[config.mk]
export PLATFORM = sky130hd
export DESIGN_NAME = pid_temperature_controller_top
export DESIGN_NICKNAME = d
export VERILOG_FILES = /design/src/rtl/core/ptc_pkg.sv /design/src/rtl/core/pid_temperature_controller_top.sv /design/src/rtl/core/ptc_div.sv /design/src/rtl/core/ptc_mac.sv
export SDC_FILE = /design/constraint.sdc
export NUM_CORES = 2
export LEC_CHECK = 0
export BUFFER_PORTS_ARGS = -buffer_cell sky130_fd_sc_hd__buf_2
export CORE_UTILIZATION = 50
export CTS_CLUSTER_SIZE = 8
export DETAILED_ROUTE_END_ITERATION = 8
export GPL_TIMING_DRIVEN = 0
export PLACE_DENSITY_LB_ADDON = 0.2
export SETUP_SLACK_MARGIN = 0.15
export SLEW_MARGIN = 20
export SYNTH_ARGS = -nofsm -noshare
export SYNTH_HDL_FRONTEND = slang
export SYNTH_HIERARCHICAL = 1
export SYNTH_SLANG_ARGS = --single-unit
[constraint.sdc]
create_clock -name aclk -period 14 [get_ports aclk]
set_input_delay 0 -clock aclk [delete_from_list [all_inputs] [get_ports aclk]]
set_output_delay 0 -clock aclk [all_outputs]
set_load 0.005 [all_outputs]
[src/rtl/core/ptc_pkg.sv]
`timescale 1ns / 1ps
// shared widths, register codes, reset values and mac control type for the pid controller
package ptc_pkg;

    localparam int TEMP_W    = 16;
    localparam int GAIN_W    = 16;
    localparam int ERR_W     = TEMP_W + 1;
    localparam int SUM_W     = 32;
    localparam int OPND_W    = SUM_W + 1;
    localparam int PROD_W    = GAIN_W + 1 + OPND_W;
    localparam int FRAC_BITS = 8;
    localparam int ACC_W     = 43;
    localparam int DRIVE_W   = 32;
    localparam int CFG_IDX_W = 3;
    localparam int DIV_STEPS = GAIN_W;
    localparam int DIV_CNT_W = $clog2(DIV_STEPS);

    typedef enum logic [CFG_IDX_W-1:0] {
        CFG_TARGET_TEMP = 3'd0,
        CFG_P_GAIN      = 3'd1,
        CFG_I_GAIN      = 3'd2,
        CFG_D_GAIN      = 3'd3,
        CFG_WINDUP_GAIN = 3'd4
    } cfg_index_t;

    localparam logic signed [TEMP_W-1:0] RST_TARGET_TEMP = 16'sd3232;
    localparam logic [GAIN_W-1:0]        RST_P_GAIN      = 16'd46080;
    localparam logic [GAIN_W-1:0]        RST_I_GAIN      = 16'd32;
    localparam logic [GAIN_W-1:0]        RST_D_GAIN      = 16'd8;
    localparam logic [GAIN_W-1:0]        RST_WINDUP_GAIN = 16'd0;

    // one request to the shared multiply-accumulate unit
    typedef struct packed {
        logic valid;
        logic clear;
        logic negate;
    } mac_ctl_t;

endpackage

[src/rtl/core/pid_temperature_controller_top.sv]
`timescale 1ns / 1ps
// pid temperature controller top level: sequencer, state and configuration registers
//
//  channel  direction  signals                          accepted when
//  s_       in         s_valid s_ready s_measured_temp  s_valid & s_ready
//  m_       out        m_valid m_ready m_drive          m_valid & m_ready
//  cfg_     in         cfg_we cfg_index cfg_wdata       cfg_we (no wait, no read-back)
//
// one request at a time: the result follows the 16-step windup-limit divider, then error sum,
// clamp and three passes of the shared multiplier
// s_ready is high only while the sequencer is idle; a new request is taken while the last
// result still waits in the output register
// a stalled result holds the sequencer before the output write, never drops data
// reset is synchronous active low: error sum and previous sample clear, gains take defaults
module pid_temperature_controller_top (
    input  logic                                  aclk,
    input  logic                                  aresetn,
    input  logic                                  s_valid,
    output logic                                  s_ready,
    input  logic signed [ptc_pkg::TEMP_W-1:0]     s_measured_temp,
    output logic                                  m_valid,
    input  logic                                  m_ready,
    output logic signed [ptc_pkg::DRIVE_W-1:0]    m_drive,
    input  logic                                  cfg_we,
    input  logic [ptc_pkg::CFG_IDX_W-1:0]         cfg_index,
    input  logic [ptc_pkg::GAIN_W-1:0]            cfg_wdata
);

    typedef enum logic [3:0] {
        ST_IDLE,
        ST_DIV,
        ST_SUM,
        ST_CLAMP,
        ST_MUL_P,
        ST_MUL_I,
        ST_MUL_D,
        ST_WAIT,
        ST_DONE
    } state_t;

    // configuration registers
    logic signed [ptc_pkg::TEMP_W-1:0]  target_temp_reg;
    logic [ptc_pkg::GAIN_W-1:0]         p_gain_reg;
    logic [ptc_pkg::GAIN_W-1:0]         i_gain_reg;
    logic [ptc_pkg::GAIN_W-1:0]         d_gain_reg;
    logic [ptc_pkg::GAIN_W-1:0]         windup_gain_reg;

    // sequencer and controller state
    state_t                             state_reg;
    logic signed [ptc_pkg::SUM_W-1:0]   error_sum_reg;
    logic signed [ptc_pkg::TEMP_W-1:0]  previous_temp_reg;
    logic signed [ptc_pkg::ERR_W-1:0]   err_reg;
    logic signed [ptc_pkg::ERR_W-1:0]   diff_reg;
    logic                               m_valid_reg;
    logic signed [ptc_pkg::DRIVE_W-1:0] drive_reg;

    logic                               accept;
    logic signed [ptc_pkg::ERR_W-1:0]   err_next;
    logic signed [ptc_pkg::ERR_W-1:0]   diff_next;
    logic signed [ptc_pkg::SUM_W:0]     sum_wide;
    logic signed [ptc_pkg::SUM_W-1:0]   sum_sat;
    logic signed [ptc_pkg::SUM_W-1:0]   limit;
    logic signed [ptc_pkg::SUM_W-1:0]   neg_limit;
    logic signed [ptc_pkg::SUM_W-1:0]   clamp_next;
    logic signed [ptc_pkg::DRIVE_W-1:0] drive_next;
    logic                               out_free;

    // shared unit hookup
    logic                               div_done;
    logic [ptc_pkg::GAIN_W-1:0]         div_quot;
    ptc_pkg::mac_ctl_t                  mac_ctl;
    logic [ptc_pkg::GAIN_W-1:0]         mac_gain;
    logic signed [ptc_pkg::OPND_W-1:0]  mac_operand;
    logic signed [ptc_pkg::ACC_W-1:0]   mac_acc;

    assign accept   = s_valid && s_ready;
    assign out_free = !m_valid_reg || m_ready;

    // limit = floor(windup_gain / i_gain), started with every request
    ptc_div u_div (
        .aclk     (aclk),
        .aresetn  (aresetn),
        .start    (accept),
        .dividend (windup_gain_reg),
        .divisor  (i_gain_reg),
        .done     (div_done),
        .quotient (div_quot)
    );

    // one multiplier for the p, i and d products, summed in its accumulator
    ptc_mac u_mac (
        .aclk    (aclk),
        .aresetn (aresetn),
        .ctl     (mac_ctl),
        .gain    (mac_gain),
        .operand (mac_operand),
        .acc     (mac_acc)
    );

    always_comb begin
        // error and measurement change, both 17 bit signed
        err_next  = {target_temp_reg[ptc_pkg::TEMP_W-1], target_temp_reg}
                  - {s_measured_temp[ptc_pkg::TEMP_W-1], s_measured_temp};
        diff_next = {s_measured_temp[ptc_pkg::TEMP_W-1], s_measured_temp}
                  - {previous_temp_reg[ptc_pkg::TEMP_W-1], previous_temp_reg};

        // error sum update, saturated to 32 bits
        sum_wide = {error_sum_reg[ptc_pkg::SUM_W-1], error_sum_reg}
                 + {{(ptc_pkg::SUM_W + 1 - ptc_pkg::ERR_W){err_reg[ptc_pkg::ERR_W-1]}},
                    err_reg};
        if (sum_wide[ptc_pkg::SUM_W] != sum_wide[ptc_pkg::SUM_W-1]) begin
            sum_sat = sum_wide[ptc_pkg::SUM_W]
                    ? {1'b1, {(ptc_pkg::SUM_W - 1){1'b0}}}
                    : {1'b0, {(ptc_pkg::SUM_W - 1){1'b1}}};
        end else begin
            sum_sat = sum_wide[ptc_pkg::SUM_W-1:0];
        end

        // windup clamp, skipped when integral gain is zero
        limit     = {{(ptc_pkg::SUM_W - ptc_pkg::GAIN_W){1'b0}}, div_quot};
        neg_limit = -limit;
        clamp_next = error_sum_reg;
        if (i_gain_reg != '0) begin
            if (error_sum_reg > limit) begin
                clamp_next = limit;
            end else if (error_sum_reg < neg_limit) begin
                clamp_next = neg_limit;
            end
        end

        // final saturation of p + i - d
        if (mac_acc[ptc_pkg::ACC_W-1:ptc_pkg::DRIVE_W-1] == '0
            || mac_acc[ptc_pkg::ACC_W-1:ptc_pkg::DRIVE_W-1] == '1) begin
            drive_next = mac_acc[ptc_pkg::DRIVE_W-1:0];
        end else if (mac_acc[ptc_pkg::ACC_W-1]) begin
            drive_next = {1'b1, {(ptc_pkg::DRIVE_W - 1){1'b0}}};
        end else begin
            drive_next = {1'b0, {(ptc_pkg::DRIVE_W - 1){1'b1}}};
        end
    end

    // multiplier requests: p clears the accumulator, d subtracts
    always_comb begin
        mac_ctl     = '0;
        mac_gain    = p_gain_reg;
        mac_operand = {{(ptc_pkg::OPND_W - ptc_pkg::ERR_W){err_reg[ptc_pkg::ERR_W-1]}}, err_reg};
        case (state_reg)
            ST_MUL_P: begin
                mac_ctl = '{valid: 1'b1, clear: 1'b1, negate: 1'b0};
            end
            ST_MUL_I: begin
                mac_ctl     = '{valid: 1'b1, clear: 1'b0, negate: 1'b0};
                mac_gain    = i_gain_reg;
                mac_operand = {error_sum_reg[ptc_pkg::SUM_W-1], error_sum_reg};
            end
            ST_MUL_D: begin
                mac_ctl     = '{valid: 1'b1, clear: 1'b0, negate: 1'b1};
                mac_gain    = d_gain_reg;
                mac_operand = {{(ptc_pkg::OPND_W - ptc_pkg::ERR_W){diff_reg[ptc_pkg::ERR_W-1]}},
                               diff_reg};
            end
            default: begin
                mac_ctl = '0;
            end
        endcase
    end

    // configuration writes; unknown indexes are dropped
    always_ff @(posedge aclk) begin
        if (!aresetn) begin
            target_temp_reg <= ptc_pkg::RST_TARGET_TEMP;
            p_gain_reg      <= ptc_pkg::RST_P_GAIN;
            i_gain_reg      <= ptc_pkg::RST_I_GAIN;
            d_gain_reg      <= ptc_pkg::RST_D_GAIN;
            windup_gain_reg <= ptc_pkg::RST_WINDUP_GAIN;
        end else if (cfg_we) begin
            case (cfg_index)
                ptc_pkg::CFG_TARGET_TEMP: target_temp_reg <= $signed(cfg_wdata);
                ptc_pkg::CFG_P_GAIN:      p_gain_reg      <= cfg_wdata;
                ptc_pkg::CFG_I_GAIN:      i_gain_reg      <= cfg_wdata;
                ptc_pkg::CFG_D_GAIN:      d_gain_reg      <= cfg_wdata;
                ptc_pkg::CFG_WINDUP_GAIN: windup_gain_reg <= cfg_wdata;
                default: begin
                end
            endcase
        end
    end

    // sequencer, controller state and output register
    always_ff @(posedge aclk) begin
        if (!aresetn) begin
            state_reg         <= ST_IDLE;
            error_sum_reg     <= '0;
            previous_temp_reg <= '0;
            m_valid_reg       <= 1'b0;
        end else begin
            // the done state owns the output register while it loads it
            if (m_ready && state_reg != ST_DONE) begin
                m_valid_reg <= 1'b0;
            end
            case (state_reg)
                ST_IDLE: begin
                    if (accept) begin
                        err_reg           <= err_next;
                        diff_reg          <= diff_next;
                        previous_temp_reg <= s_measured_temp;
                        state_reg         <= ST_DIV;
                    end
                end
                ST_DIV: begin
                    if (div_done) begin
                        state_reg <= ST_SUM;
                    end
                end
                ST_SUM: begin
                    error_sum_reg <= sum_sat;
                    state_reg     <= ST_CLAMP;
                end
                ST_CLAMP: begin
                    error_sum_reg <= clamp_next;
                    state_reg     <= ST_MUL_P;
                end
                ST_MUL_P: state_reg <= ST_MUL_I;
                ST_MUL_I: state_reg <= ST_MUL_D;
                ST_MUL_D: state_reg <= ST_WAIT;
                ST_WAIT:  state_reg <= ST_DONE;
                ST_DONE: begin
                    // wait here while the previous result is still stalled
                    if (out_free) begin
                        drive_reg   <= drive_next;
                        m_valid_reg <= 1'b1;
                        state_reg   <= ST_IDLE;
                    end
                end
                default: begin
                    state_reg <= ST_IDLE;
                end
            endcase
        end
    end

    assign s_ready = (state_reg == ST_IDLE);
    assign m_valid = m_valid_reg;
    assign m_drive = drive_reg;

endmodule

[src/rtl/core/ptc_div.sv]
`timescale 1ns / 1ps
// restoring divider, one quotient bit per cycle, for the windup limit
module ptc_div (
    input  logic                         aclk,
    input  logic                         aresetn,
    input  logic                         start,
    input  logic [ptc_pkg::GAIN_W-1:0]   dividend,
    input  logic [ptc_pkg::GAIN_W-1:0]   divisor,
    output logic                         done,
    output logic [ptc_pkg::GAIN_W-1:0]   quotient
);

    logic                           busy_reg;
    logic [ptc_pkg::DIV_CNT_W-1:0]  count_reg;
    logic [ptc_pkg::GAIN_W-1:0]     rem_reg;
    logic [ptc_pkg::GAIN_W-1:0]     dq_reg;
    logic [ptc_pkg::GAIN_W-1:0]     dvs_reg;
    logic [ptc_pkg::GAIN_W:0]       rem_shift;
    logic [ptc_pkg::GAIN_W:0]       rem_diff;
    logic                           q_bit;
    logic [ptc_pkg::GAIN_W-1:0]     rem_next;
    logic [ptc_pkg::GAIN_W-1:0]     dq_next;

    always_comb begin
        rem_shift = {rem_reg, dq_reg[ptc_pkg::GAIN_W-1]};
        rem_diff  = rem_shift - {1'b0, dvs_reg};
        q_bit     = (rem_shift >= {1'b0, dvs_reg});
        rem_next  = q_bit ? rem_diff[ptc_pkg::GAIN_W-1:0] : rem_shift[ptc_pkg::GAIN_W-1:0];
        dq_next   = {dq_reg[ptc_pkg::GAIN_W-2:0], q_bit};
    end

    always_ff @(posedge aclk) begin
        if (!aresetn) begin
            busy_reg  <= 1'b0;
            count_reg <= '0;
        end else if (start) begin
            busy_reg  <= 1'b1;
            count_reg <= '0;
        end else if (busy_reg) begin
            count_reg <= count_reg + 1'b1;
            if (count_reg == ptc_pkg::DIV_CNT_W'(ptc_pkg::DIV_STEPS - 1)) begin
                busy_reg <= 1'b0;
            end
        end
    end

    always_ff @(posedge aclk) begin
        if (start) begin
            rem_reg <= '0;
            dq_reg  <= dividend;
            dvs_reg <= divisor;
        end else if (busy_reg) begin
            rem_reg <= rem_next;
            dq_reg  <= dq_next;
        end
    end

    assign done     = busy_reg && (count_reg == ptc_pkg::DIV_CNT_W'(ptc_pkg::DIV_STEPS - 1));
    assign quotient = dq_reg;

endmodule

[src/rtl/core/ptc_mac.sv]
`timescale 1ns / 1ps
// shared multiplier with registered product and signed accumulator
module ptc_mac (
    input  logic                                aclk,
    input  logic                                aresetn,
    input  ptc_pkg::mac_ctl_t                   ctl,
    input  logic [ptc_pkg::GAIN_W-1:0]          gain,
    input  logic signed [ptc_pkg::OPND_W-1:0]   operand,
    output logic signed [ptc_pkg::ACC_W-1:0]    acc
);

    ptc_pkg::mac_ctl_t                  pend_reg;
    logic signed [ptc_pkg::PROD_W-1:0]  prod_reg;
    logic signed [ptc_pkg::PROD_W-1:0]  prod_shr;
    logic signed [ptc_pkg::ACC_W-1:0]   acc_reg;
    logic signed [ptc_pkg::ACC_W-1:0]   acc_next;
    logic signed [ptc_pkg::ACC_W-1:0]   term;
    logic signed [ptc_pkg::ACC_W-1:0]   base;

    always_comb begin
        // arithmetic shift floors toward minus infinity
        prod_shr = prod_reg >>> ptc_pkg::FRAC_BITS;
        term     = prod_shr[ptc_pkg::ACC_W-1:0];
        base     = pend_reg.clear ? '0 : acc_reg;
        acc_next = pend_reg.negate ? (base - term) : (base + term);
    end

    always_ff @(posedge aclk) begin
        if (!aresetn) begin
            pend_reg <= '0;
        end else begin
            pend_reg <= ctl;
        end
    end

    always_ff @(posedge aclk) begin
        if (ctl.valid) begin
            prod_reg <= $signed({1'b0, gain}) * operand;
        end
        if (pend_reg.valid) begin
            acc_reg <= acc_next;
        end
    end

    assign acc = acc_reg;

endmodule

# [Word-level counts from Yosys, hierarchy flattened]
# Index checks and enable logic that the tools add are counted.
[op_classes] n_reduce_logical=23 multipliers=1 magnitude_cmp=3 shifts=0 div=0 n_addsub=8 bitwise_logic=1 n_mux=26 eq_ne=21
[ops] op="2-to-1 mux 32 bit" count=7
[ops] op="2-to-1 mux 43 bit" count=2
[ops] op="case mux 33 bit (2 select lines)" count=1
[ops] op="case mux 32 bit (2 select lines)" count=1
[ops] op="multiplier 17 x 33 -> 50 bit" count=1
[ops] op="2-to-1 mux 16 bit" count=3
[ops] op="adder 43 x 42 -> 43 bit" count=1
[ops] op="subtractor 43 x 42 -> 43 bit" count=1
[ops] op="case mux 4 bit (9 select lines)" count=1
[ops] op="subtractor 16 x 16 -> 17 bit" count=2
[ops] op="adder 32 x 17 -> 33 bit" count=1
[ops] op="> comparator 32 x 17 -> 1 bit" count=1
[ops] op="< comparator 32 bit" count=1
[ops] op="negation 16 -> 32 bit" count=1
[ops] op="case mux 16 bit (2 select lines)" count=1
[ops] op=">= comparator 17 x 16 -> 1 bit" count=1
[ops] op="equality test 4 x 3 -> 1 bit, second input constant" count=4
[ops] op="nonzero test 16 bit" count=1
[ops] op="subtractor 16 bit" count=1
[ops] op="equality test 12 bit, second input constant" count=1
[ops] op="zero test 12 bit" count=1
[ops] op="2-to-1 mux 4 bit" count=3
[ops] op="AND reduction 2 bit" count=6
[ops] op="AND reduction 3 bit" count=4
[ops] op="22 further kinds" count=36
[word_totals] latch_bits=0 romBits=0 ff_bits=348 inputBits=40 word_cells=105 n_memories=0 ramBits=0 out_inout_bits=34

# [Logic depth before layout (Yosys ltp)]
[depth] word_depth=6 depth_mapped=31 ltp_nobuf=28

# [By module]
# Netlist, hierarchy kept.
[modules_own_cells] module="ptc_mac" cells_per_inst=2663 area_each_um2=24116.9 seq_area_each_um2=2612.5 instances=1
[modules_own_cells] module="pid_temperature_controller_top" cells_per_inst=1572 area_each_um2=12710.9 seq_area_each_um2=4644.5 instances=1
[modules_own_cells] module="ptc_div" cells_per_inst=315 area_each_um2=3128.0 seq_area_each_um2=1381.3 instances=1

# [Worst setup path before layout]
# Ideal clock, no wire load.
[synth_timing] path_kind="register to register" from="reg state_reg[2]" to="reg u_mac/prod_reg[36] in the netlist's numbering, data pin" arrival_time_ns=11.071 stages_incl_launch_ff=30 setup_ns=0.265 path_slack_ns=2.664 period_less_slack_ns=11.336 path_buffers=3 required_ns=13.735 path_cell_list="dfxtp_1 -> clkbuf_1 -> inv_1 -> a211oi_1 -> o21ai_1 -> clkbuf_1 -> a222oi_1 -> inv_1 -> clkbuf_1 -> and2_1 -> fa_1 -> inv_1 -> fa_1 -> fa_1 -> inv_1 -> fa_1 -> fa_1 -> inv_1 -> fa_1 -> inv_1 -> ha_1 -> a21oi_1 -> o221ai_1 -> a2111oi_0 -> or3b_1 -> a41oi_2 -> o21bai_1 -> a31oi_1 -> o21ai_0 -> xor2_1"
[synth_via] elab_chain_len=3 word_cells_on_any_way=5 cone_classes="mul (1); eq/ne (2); mux (2)"
[synth_rtl] element="start, declared" line="pid_temperature_controller_top.sv:49" text="state_t state_reg;"
[synth_rtl] element="start signal, assigned" line="pid_temperature_controller_top.sv:192" text="state_reg <= ST_IDLE;"
[synth_rtl] element="start signal, assigned" line="pid_temperature_controller_top.sv:207" text="state_reg <= ST_DIV;"
[synth_rtl] element="start signal, assigned" line="pid_temperature_controller_top.sv:212" text="state_reg <= ST_SUM;"
[synth_rtl] element="equality test 4 x 3 -> 1 bit" line="pid_temperature_controller_top.sv:147" text="case (state_reg)"
[synth_rtl] element="case mux 16 bit (2 select lines) *" line="pid_temperature_controller_top.sv:147"
[synth_rtl] element="named net mac_gain (one bit)" line="pid_temperature_controller_top.sv:72" text="logic [ptc_pkg::GAIN_W-1:0] mac_gain;"
[synth_rtl] element="multiplier 17 x 33 -> 50 bit *" line="ptc_mac.sv:38" text="prod_reg <= $signed({1'b0, gain}) * operand;"
[synth_rtl] element="end signal, assigned" line="ptc_mac.sv:38"
[synth_rtl] element="end, declared" line="ptc_mac.sv:13" text="logic signed [ptc_pkg::PROD_W-1:0] prod_reg;"
# The timed path passes the listed nets; every way through them passes the cells marked *.
# A chain may end at the register's enable or synchronous reset.

# [Final worst setup path]
[layout_timing] from="reg state_reg[1]" to="reg u_mac/prod_reg[48] in the netlist's numbering, data pin"
[layout_via] elab_chain_len=3 word_cells_on_any_way=5 cone_classes="mul (1); eq/ne (2); mux (2)"
[layout_rtl] element="equality test 4 x 3 -> 1 bit" line="pid_temperature_controller_top.sv:147"
[layout_rtl] element="case mux 33 bit (2 select lines) *" line="pid_temperature_controller_top.sv:147"
[layout_rtl] element="named net mac_operand (one bit)" line="pid_temperature_controller_top.sv:73" text="logic signed [ptc_pkg::OPND_W-1:0] mac_operand;"
[layout_rtl] element="multiplier 17 x 33 -> 50 bit *" line="ptc_mac.sv:38"
# Marks and branches as above.

==> results.md <==
* Async SR Flop Fraction at 0%
* Most frequent cells in the layout: inv_1, nand2_1, fa_1
* HPWL after DPL at 89.1 mm
* Vias in the first global route at 32011
* Max reg flops at 43
* Die Ht at 285 µm
* Commonest non-fill, non-tap cell in the layout: inv_1
* H-tree depth at 2
* Die area at 0.0810 mm²
* Post-DR wirelength/cell at 18.9 µm
* Num Clock Sinks at 340
* Fin util at 55.1%
* Total wire length at 109 mm
* Vias at 31883
* Seq/Total Area, Yosys at 21.6%
* Relative slew slack at 38.2%
* Clock power frac at 16.5%
* Delay-heaviest family, CP: adder cells
* Sw Share at 45.8%
* Post-synth EDFFs at 183
* Setup-failing EPs final at 0
* Port buffer count at 73
* Starting Density at 50.6%
* CP required at 14.25 ns
* Synth unique cells at 91
* Max Clock Freq at 94.8 MHz
* Fillers at 7232
* Synth Cell Area at 0.0400 mm²
* Largest net degree at the start of global routing at 36
* CP max FO at 10
* CP max-delay cell: o311ai_1
* Power density over cell area at 150 mW/mm²
* Most used cell, CP: fa_1
* Clk pin slew, worst setup/hold paths at 0.05 ns
* Final worst path period need at 10.55 ns
* Sequential Power Share at 20.9%
* HP Class: input pin to flop
* DRC viols at 0
* CP Launch Type: flop
* Initial antenna violation count at 1
* Die width at 285 µm
* Clk root buf: clkbuf_16
* First-pass GRT wire length at 174 mm
* Synth Warn # at 6
* Max-cap check violation count at 0
* Worst setup EP type: flop
* RSZ-0062 raised after global routing: false
* GRT overflow at 0
* Post-synthesis area per instance at 8.78 µm²
* CTS tree: yes
* Clock Latency Late Sink at 0.58 ns
* Syn Inst Count at 4550
* Net Count, Synth at 5386
* Gate power share at 62.7%
* Switching pwr at 2.99 mW
* Placed Cells at 5681
* Leak pwr at 19.9 nW
* First-pass DRT Iterations at 8
* Antenna-violating nets left at 0
* Final GP Congestion at 0.923
* Setup CP Type: flop to flop
* Cts bufs inserted at 49
* Max incr delay on CP at 0.75 ns
* # rows at 103
* Critical Path AT at 10.80 ns
* Peak VDD IR at 0.134 mV
* Tightest Pin Transition at 0.913 ns
* Dominant synthesized flop cell: edfxtp_1
* Internal at 3.54 mW
* Synth-to-layout area growth at 8.96%
* Core area at 0.0790 mm²
* Total Routing Usage GR at 27.4%
* Fin crit share at 75.4%
* Post-CTS Resized at 0
* CP bufs+invs at 7
* # IOs at 74
* Final Hold Viols at 0
* CTS Buffer Depth at 3
* Vias per cell at 5.50
* 1st-iter DRT viols at 2427
* Share of cells above drive strength 1 at 4.55%
* Final net count at 5559
* Skew final at 0.0303 ns
* Final slew viol count at 0
* Status: finished, final reports clean
* Seq cells post-synth at 340
* Finished Layout Cells at 5796
## cells by family after synthesis
group | Yosys count | share of synthesized area, %
flip-flops | 340 | 21.6
AND/OR/NAND/NOR | 1450 | 17.0
XOR/XNOR | 212 | 4.65
adder cells (fa/ha/maj) | 796 | 34.4
multiplexers | 20 | 0.548
buffers and inverters | 933 | 8.86
AO/OA/AOI/OAI | 799 | 12.9
## layout make-up
| cell class | count | area [µm²] | share of cell area, % |
|---|---|---|---|
| multi-input cells | 3277 | 27800 | 63.9 |
| repair buffers | 122 | 883 | 2.03 |
| clock buffers | 72 | 1340 | 3.08 |
| well taps | 1050 | 1310 | 3.02 |
| inverters | 737 | 2770 | 6.35 |
| clock inverters | 1 | 5.00 | 0.0115 |
| plain buffers | 196 | 773 | 1.78 |
| flip-flops and latches | 340 | 8640 | 19.8 |
| diodes | 1 | 2.50 | 0.00575 |
## worst reg2reg max path, stage by stage, from the launching register on
cell	delay, ns
dfxtp_1	0.39
clkbuf_1	0.37
nand2_1	0.12
nor3_2	0.58
clkbuf_1	0.70
a222oi_1	0.32
inv_1	0.40
clkbuf_1	0.62
nand2_1	0.19
fa_1	0.57
inv_1	0.05
fa_1	0.46
fa_1	0.53
fa_1	0.52
fa_1	0.55
inv_1	0.06
fa_1	0.63
inv_1	0.07
ha_1	0.37
nand4_1	0.14
o221ai_1	0.24
a2111oi_0	0.09
or3b_1	0.25
a41oi_2	0.20
o21bai_1	0.55
a21oi_2	0.27
o21a_1	0.26
o311ai_1	0.75
## per-stage QoR
stage | TNS, ns | power [mW] | cell area (µm²) | setup slack [ns] | hold WS, ns
after floorplan | 0 | 4.33 | 40000 | 2.66 | 0.122
after global placement | -40.48 | 5.36 | 41600 | -2.34 | 0.268
after detailed placement | 0 | 5.42 | 41800 | 3.50 | 0.277
after CTS | 0 | 6.53 | 43500 | 3.50 | 0.0513
after global routing | 0 | 7.11 | 43500 | 3.08 | 0.0983
final | 0 | 6.54 | 43500 | 3.45 | 0.0739
## routing by layer
layer	global-route usage [%]	routed length [µm]	vias up
li1	-	-	15169
met1	36.7	47000	15494
met2	45.3	51300	1017
met3	4.01	7420	203
met4	9.06	3700	0
met5	0	0	-
## synthesized netlist by cell type, drive strengths merged, types with 6 or more instances
| master | number | area share (%) |
|---|---|---|
| nand2 | 701 | 6.6 |
| a211o | 11 | 0.24 |
| o211ai | 13 | 0.24 |
| nand4 | 28 | 0.44 |
| inv | 735 | 6.9 |
| fa | 506 | 25 |
| a21oi | 293 | 3.7 |
| nor3b | 8 | 0.15 |
| o21bai | 16 | 0.30 |
| o21ai | 168 | 2.1 |
| a222oi | 32 | 0.80 |
| and2 | 219 | 3.4 |
| o21a | 24 | 0.45 |
| a211oi | 11 | 0.24 |
| nor2 | 181 | 1.7 |
| a21boi | 10 | 0.20 |
| nor3 | 56 | 0.71 |
| dfxtp | 157 | 7.9 |
| clkbuf | 181 | 1.7 |
| and4 | 6 | 0.13 |
| or2 | 12 | 0.19 |
| nand2b | 28 | 0.44 |
| nor4 | 28 | 0.45 |
| mux2 | 15 | 0.42 |
| and3 | 27 | 0.44 |
| nand3 | 69 | 0.86 |
| edfxtp | 183 | 14 |
| a31oi | 35 | 0.56 |
| xor2 | 46 | 1.0 |
| xnor2 | 166 | 3.6 |
| o31ai | 15 | 0.33 |
| buf | 15 | 0.23 |
| ha | 290 | 9.1 |
| nor2b | 61 | 0.96 |
| a2111oi | 8 | 0.21 |
| a311oi | 11 | 0.30 |
| a21o | 90 | 1.7 |
## worst paths after layout
check | from | to | slack, ns | depth (start not counted)
max reg2reg | state_reg[1] | u_mac/prod_reg[48] | 3.45 | 27
min reg2reg | d_gain_reg[14] | d_gain_reg[14] | 0.45 | 2
max | state_reg[1] | u_mac/prod_reg[48] | 3.45 | 27
min | cfg_we | windup_gain_reg[0] | 0.07 | 5
## timing repair
action | 4_1_cts | 5_1_grt
hold endpoints to repair | 114 | 0
hold buffers | 41 | 0
endpoints found under the setup margin | 0 | 0
buffers inserted | 0 | 0
## power by group through the flow
stage / sequential [mW] / combinational, mW / clock, mW
3_5_place_dp: 1.38 / 4.04 / 0
4_1_cts: 1.36 / 4.07 / 1.10
2_1_floorplan: 1.35 / 2.98 / 0
5_1_grt: 1.37 / 4.60 / 1.13
3_3_place_gp: 1.38 / 3.98 / 0
6_report: 1.36 / 4.10 / 1.08
(Power assumes the default switching activity.)
